$ cat config.mk
export PLATFORM = sky130hd
export DESIGN_NAME = chm_ctrl
export DESIGN_NICKNAME = d
export VERILOG_FILES = /design/src/rtl/chm_pkg.sv /design/src/rtl/chm_ctrl.sv
export SDC_FILE = /design/constraint.sdc
export NUM_CORES = 1
export LEC_CHECK = 0
export BUFFER_PORTS_ARGS = -buffer_cell sky130_fd_sc_hd__buf_2
export CORE_AREA = 2 2 39 41
export DETAILED_ROUTE_END_ITERATION = 6
export DIE_AREA = 0 0 41 43
export PLACE_DENSITY = 0.66
export SETUP_SLACK_MARGIN = 0.2
export SYNTH_ARGS = -nofsm -noshare
export SYNTH_HDL_FRONTEND = slang
export SYNTH_SLANG_ARGS = --single-unit
$ cat constraint.sdc
create_clock -name clk -period 1.1 [get_ports clk]
set_input_delay 0.11 -clock clk [delete_from_list [all_inputs] [get_ports clk]]
set_output_delay 0.11 -clock clk [all_outputs]
set_load 0.005 [all_outputs]
$ cat src/rtl/chm_pkg.sv
// Shared types and constants of the chained hash map.
// Holds table sizes, field widths, command and result codes, the datapath
// operation codes and the controller state type. No dependencies.
package chm_pkg;

	// Table sizes (bucket and node pools are the same size)
	localparam int NUM_BUCKETS = 1024;
	localparam int NUM_NODES   = 1024;
	localparam int VALUE_BITS  = 64;
	localparam int KEY_BITS    = 31;
	localparam int CMD_BITS    = 2;
	localparam int STAT_BITS   = 2;
	localparam int BC_BITS     = 11;

	localparam int BKT_AW    = $clog2(NUM_BUCKETS);
	localparam int NODE_AW   = $clog2(NUM_NODES);
	localparam int LINK_BITS = $clog2(NUM_NODES + 1);
	localparam int CNT_BITS  = $clog2(NUM_NODES + 1);
	localparam int DIV_W     = $clog2(NUM_BUCKETS + 1);

	// Remainder unit: four quotient bits per cycle
	localparam int DIGIT_BITS = 4;
	localparam int DIV_ITERS  = (KEY_BITS + DIGIT_BITS - 1) / DIGIT_BITS;
	localparam int NUM_W      = DIV_ITERS * DIGIT_BITS;
	localparam int ITER_BITS  = $clog2(DIV_ITERS);

	// Stream payload widths
	localparam int S_DATA_W = ((KEY_BITS + VALUE_BITS + 7) / 8) * 8;
	localparam int M_DATA_W = ((VALUE_BITS + 7) / 8) * 8;

	localparam logic [LINK_BITS-1:0] NULL_LINK = LINK_BITS'(NUM_NODES);

	typedef enum logic [CMD_BITS-1:0] {
		CMD_INSERT = 2'd0,
		CMD_FIND   = 2'd1,
		CMD_ERASE  = 2'd2
	} cmd_t;

	typedef enum logic [STAT_BITS-1:0] {
		RES_NEW  = 2'd0,
		RES_HIT  = 2'd1,
		RES_MISS = 2'd2,
		RES_FULL = 2'd3
	} res_t;

	// One datapath operation per cycle, chosen by the controller
	typedef enum logic [3:0] {
		OP_NONE,
		OP_CLEAR,
		OP_LOAD,
		OP_HEAD_CAP,
		OP_NODE_STEP,
		OP_NODE_HIT,
		OP_UPDATE,
		OP_FULL,
		OP_POP_RD,
		OP_LINK_NEW,
		OP_FIND,
		OP_ERASE,
		OP_MISS,
		OP_EMIT
	} dp_op_t;

	// Status from datapath to controller
	typedef struct packed {
		logic                clear_last;
		logic                rem_done;
		logic                chain_end;
		logic                key_match;
		logic                found;
		logic                full;
		logic                out_free;
		logic [CMD_BITS-1:0] command;
	} dp_stat_t;

	typedef enum logic [3:0] {
		ST_CLEAR,
		ST_IDLE,
		ST_DIV,
		ST_HEAD_RD,
		ST_HEAD_CAP,
		ST_CHECK,
		ST_NODE,
		ST_ACT,
		ST_POP,
		ST_RESULT
	} state_t;

endpackage

$ cat src/rtl/chm_ctrl.sv
// Controller state machine of the chained hash map: sequences the clear
// sweep, remainder, chain walk and command action. Depends on chm_pkg.
module chm_ctrl (
	input  logic              clk,
	input  logic              arst_n,
	input  logic              s_tvalid,
	output logic              s_tready,
	input  chm_pkg::dp_stat_t stat,
	output chm_pkg::dp_op_t   op
);
	import chm_pkg::*;

	state_t state_q;
	state_t state_next;

	always_ff @(posedge clk or negedge arst_n) begin
		if (!arst_n) begin
			state_q <= ST_CLEAR;
		end else begin
			state_q <= state_next;
		end
	end

	// Next state
	always_comb begin
		state_next = state_q;
		case (state_q)
			ST_CLEAR:    if (stat.clear_last) state_next = ST_IDLE;
			ST_IDLE:     if (s_tvalid) state_next = ST_DIV;
			ST_DIV:      if (stat.rem_done) state_next = ST_HEAD_RD;
			ST_HEAD_RD:  state_next = ST_HEAD_CAP;
			ST_HEAD_CAP: state_next = ST_CHECK;
			ST_CHECK:    state_next = stat.chain_end ? ST_ACT : ST_NODE;
			ST_NODE:     state_next = stat.key_match ? ST_ACT : ST_CHECK;
			ST_ACT: begin
				if (stat.command == CMD_INSERT && !stat.found && !stat.full) begin
					state_next = ST_POP;
				end else begin
					state_next = ST_RESULT;
				end
			end
			ST_POP:      state_next = ST_RESULT;
			ST_RESULT:   if (stat.out_free) state_next = ST_IDLE;
			default:     state_next = ST_IDLE;
		endcase
	end

	// Datapath operation
	always_comb begin
		op = OP_NONE;
		case (state_q)
			ST_CLEAR:    op = OP_CLEAR;
			ST_IDLE:     if (s_tvalid) op = OP_LOAD;
			ST_HEAD_CAP: op = OP_HEAD_CAP;
			ST_NODE:     op = stat.key_match ? OP_NODE_HIT : OP_NODE_STEP;
			ST_ACT: begin
				case (stat.command)
					CMD_INSERT: begin
						if (stat.found) begin
							op = OP_UPDATE;
						end else if (stat.full) begin
							op = OP_FULL;
						end else begin
							op = OP_POP_RD;
						end
					end
					CMD_FIND:  op = stat.found ? OP_FIND : OP_MISS;
					CMD_ERASE: op = stat.found ? OP_ERASE : OP_MISS;
					default:   op = OP_MISS;
				endcase
			end
			ST_POP:      op = OP_LINK_NEW;
			ST_RESULT:   if (stat.out_free) op = OP_EMIT;
			default:     op = OP_NONE;
		endcase
	end

	assign s_tready = (state_q == ST_IDLE);

	// Sequencing checks
	a_one_at_a_time: assert property (@(posedge clk) disable iff (!arst_n)
		s_tvalid && s_tready |=> !s_tready)
		else $error("second command taken while one is in progress");
	a_walk_from_head: assert property (@(posedge clk) disable iff (!arst_n)
		state_q == ST_HEAD_CAP |=> state_q == ST_CHECK)
		else $error("chain walk not started from bucket head");
	a_pop_then_link: assert property (@(posedge clk) disable iff (!arst_n)
		op == OP_POP_RD |=> op == OP_LINK_NEW)
		else $error("popped node not linked");

endmodule

==> results.sh <==
export IMPL_clk_insertion_delay_late_ns=0.25
export IMPL_p_leak_nw=0.400
export IMPL_rsz0062_at_grt="true"
export IMPL_p_seq_frac=0.187
export IMPL_postRouteAntennaNets=0
export IMPL_grt_pass1_wl_um=2190
export IMPL_slew_headroom=0.848
export IMPL_yosys_area_share_simple=0.274
export IMPL_cts_tree="yes"
export IMPL_syn2layout_area_growth_pct=68.6
export IMPL_critPathRequiredTime_ns=0.99
export IMPL_timing_final_crit_period_ns=1.45
export IMPL_wirelength_um=1420
export IMPL_start_util=0.360
export IMPL_cp_data_arrival_time_ns=1.34
export IMPL_vias=566
export IMPL_numCtsBuffers=3
export IMPL_dr_first_iter_drc_count=8
export IMPL_grt_antenna_before_repair=0
export IMPL_cts_buffer_depth=2
export IMPL_cp_start_kind="flop"
export IMPL_cellInternalPower_mw=1.19
export IMPL_hold_viol_final=0
export IMPL_setup_viol=8
export IMPL_synth_compound_area_frac=0.249
export IMPL_syn_instance_count=60
export IMPL_track_usage=0.182
export IMPL_final_util=0.607
export IMPL_finClkSkew_ns=0.0116
export IMPL_drt_pass1_iterations=4
export IMPL_synthMuxAreaShare=0.0528
export IMPL_worst_slack_ns=-0.350
export IMPL_yosysSeqAreaShare=0.201
export IMPL_portBuffers=16
export IMPL_syn_area_sq_um=498
export IMPL_slew_viol_final=0
export IMPL_io_pins=17
export IMPL_htreeDepth=1
export IMPL_synth_seq_cells=4
export IMPL_synthAdderAreaFrac=0.126
export IMPL_max_cap_violations=0
export IMPL_nets=110
export IMPL_violations="negative setup slack"
export IMPL_largest_reg_flops=4
export IMPL_grt_pass1_vias=508
export IMPL_diodes=0
export IMPL_holdCritPathClass="input port to asynchronous set/reset pin"
export IMPL_avgSynthCellArea_sq_um=8.30
export IMPL_peakVddDrop_mv=0.867
export IMPL_max_freq_mhz=690
export IMPL_gp_congestion=0.795
export IMPL_drive_gt1_frac=0.587
export IMPL_place_area_sq_um=654
export IMPL_switchingPower_mw=0.875
export IMPL_combPwrFrac=0.707
export IMPL_synthesis_nets=77
export IMPL_drc=0
export IMPL_fillCellCount=121
export IMPL_pwr_share_clk=0.106
export IMPL_worstSetupPathType="flop to output port"
export IMPL_p_sw_frac=0.424
export IMPL_synth_xor_xnor_area_share=0.0176
export IMPL_yosysUniqueCellTypes=32
export IMPL_row_count=14
export IMPL_synth_top_family_by_area="simple AND/OR/NAND/NOR gates"
export IMPL_tightest_slew_ns=0.226
export IMPL_dieArea_sq_um=1760
export IMPL_rr_worst_depth=5
export IMPL_outcome="complete, but fails checks"
export IMPL_cts_sinks=4
export IMPL_fin_hold_ws_ns=0.194
export IMPL_path_clk_slew_ns=0.05
export IMPL_top_register="state_q"
export IMPL_viasPerCell=5.24
export IMPL_tns_ns=-1.98
export IMPL_core_sq_um=1380
export IMPL_final_area_sq_um=840
export IMPL_die_h_um=43
export IMPL_grt_max_degree=9
export IMPL_overflow=0
export IMPL_routedWlPerCell_um=13.2
export IMPL_yosysWarnings=0
export IMPL_crit_path_max_fanout=4
export IMPL_chipWidth_um=41
export IMPL_reg_largest_list="state_q: 4 flops"
export IMPL_cts_root_buf="clkbuf_4"
export IMPL_end_kind="output port"
export IMPL_dp_final_hpwl_um=971
export IMPL_finalCritPeriodShare=1.32
export IMPL_power_density_nw_per_um2=2460
export IMPL_place_ws_ns=-0.167
==> metrics by stage <==
stage	total power, mW	cells
final	2.06	108
after global routing	2.20	108
after floorplan	1.04	60
after CTS	1.78	107
after global placement	1.31	98
after detailed placement	1.32	98
==> critical path, cell delays in order, from the launching register on <==
cell	delay [ns]
dfrtp_2	0.47
mux2_4	0.32
o31ai_2	0.16
buf_2	0.14
==> final timing paths <==
| check | start | slack (ns) | endpoint |
|---|---|---|---|
| setup / recovery | state_q[2]$_DFFE_PN0P_ | -0.35 | op[1] |
| hold / removal | arst_n | 0.19 | state_q[2]$_DFFE_PN0P_ |
| setup reg to reg | state_q[2]$_DFFE_PN0P_ | -0.21 | state_q[0]$_DFFE_PN0P_ |
| hold reg to reg | state_q[3]$_DFFE_PN0P_ | 0.68 | state_q[2]$_DFFE_PN0P_ |
| max in group asynchronous | arst_n | 0.76 | state_q[1]$_DFFE_PN0P_ |
| min in group clk | stat[2] | 0.22 | state_q[3]$_DFFE_PN0P_ |
==> metal layers <==
metal | routed length, um | share of wire | track usage
met1 | 574 | 0.40 | 0.225
met2 | 740 | 0.52 | 0.284
met3 | 63 | 0.044 | 0
met4 | 46 | 0.032 | 0.133
met5 | 0 | 0 | 0
==> cell families (layout without fill, tap and decap cells) <==
family | Yosys count | count (layout)
and+or+nand+nor | 24 | 24
AOI/OAI and AO/OA | 17 | 17
buffers and inverters | 7 | 39
adders and majority gates | 5 | 5
DFF | 4 | 4
muxes | 2 | 2
xor gates and xnor gates | 1 | 1
==> power groups by stage <==
stage          combinational, mW  sequential (mW)  clock, mW
3_5_place_dp               0.954            0.368          0
3_3_place_gp               0.953            0.361          0
4_1_cts                     1.18            0.367      0.228
6_report                    1.46            0.387      0.219
2_1_floorplan              0.747            0.297          0
5_1_grt                     1.57            0.397      0.235
==> what timing repair did <==
| action | 4_1_cts | 5_1_grt |
|---|---|---|
| buffers inserted | 4 | 1 |
| cloned | 0 | 0 |
| resized for setup | 9 | 16 |
| pin swaps | 9 | 6 |
| setup endpoints to repair | 9 | 9 |
| endpoints found under the hold margin | 4 | 0 |
| hold buffers | 1 | 0 |
==> placed cells by master, fill, tap and decap left out, types with 2 or more instances in the layout <==
| cell | netlist | routed |
|---|---|---|
| inv_1 | 3 | 3 |
| a211o_1 | 2 | 2 |
| nand2_1 | 6 | 4 |
| nor2_1 | 6 | 5 |
| buf_2 | 2 | 16 |
| ha_1 | 5 | 5 |
| clkbuf_4 | 0 | 3 |
| buf_4 | 1 | 9 |
| dfrtp_2 | 0 | 3 |
| nor2b_1 | 2 | 2 |
| o21ai_0 | 2 | 2 |
| buf_6 | 1 | 6 |
| nand2_2 | 0 | 2 |
==> layout make-up <==
cell class              count  area, sq um  share of cell area
flip-flops and latches      4          104               0.124
multi-input cells          49          453               0.539
repair buffers             32          225               0.268
clock buffers               4         26.3              0.0313
well taps                  16         20.0              0.0238
inverters                   3         11.3              0.0134
==> synth_stat cells (all sizes together) <==
master,number,area [sq um]
o32ai,1,8.76
nor2,6,22.5
o31ai,1,12.5
o21ai,5,25.0
nor3,1,5.00
dfrtp,4,100
a21oi,1,5.00
a211o,2,17.5
mux2,2,26.3
inv,3,11.3
nor3b,2,15.0
a21boi,1,7.51
ha,5,62.6
nand2b,2,12.5
o22ai,1,6.26
xor2,1,8.76
a311o,1,10.0
nand2,6,22.5
and4b,1,10.0
nor2b,2,12.5
a2bb2oi,1,8.76
o21bai,1,7.51
and2,1,6.26
buf,4,28.8
nand4b,1,15.0
nor4,1,6.26
a211oi,2,15.0
nor4b,1,8.76
Power figures use the tool's default switching activity.
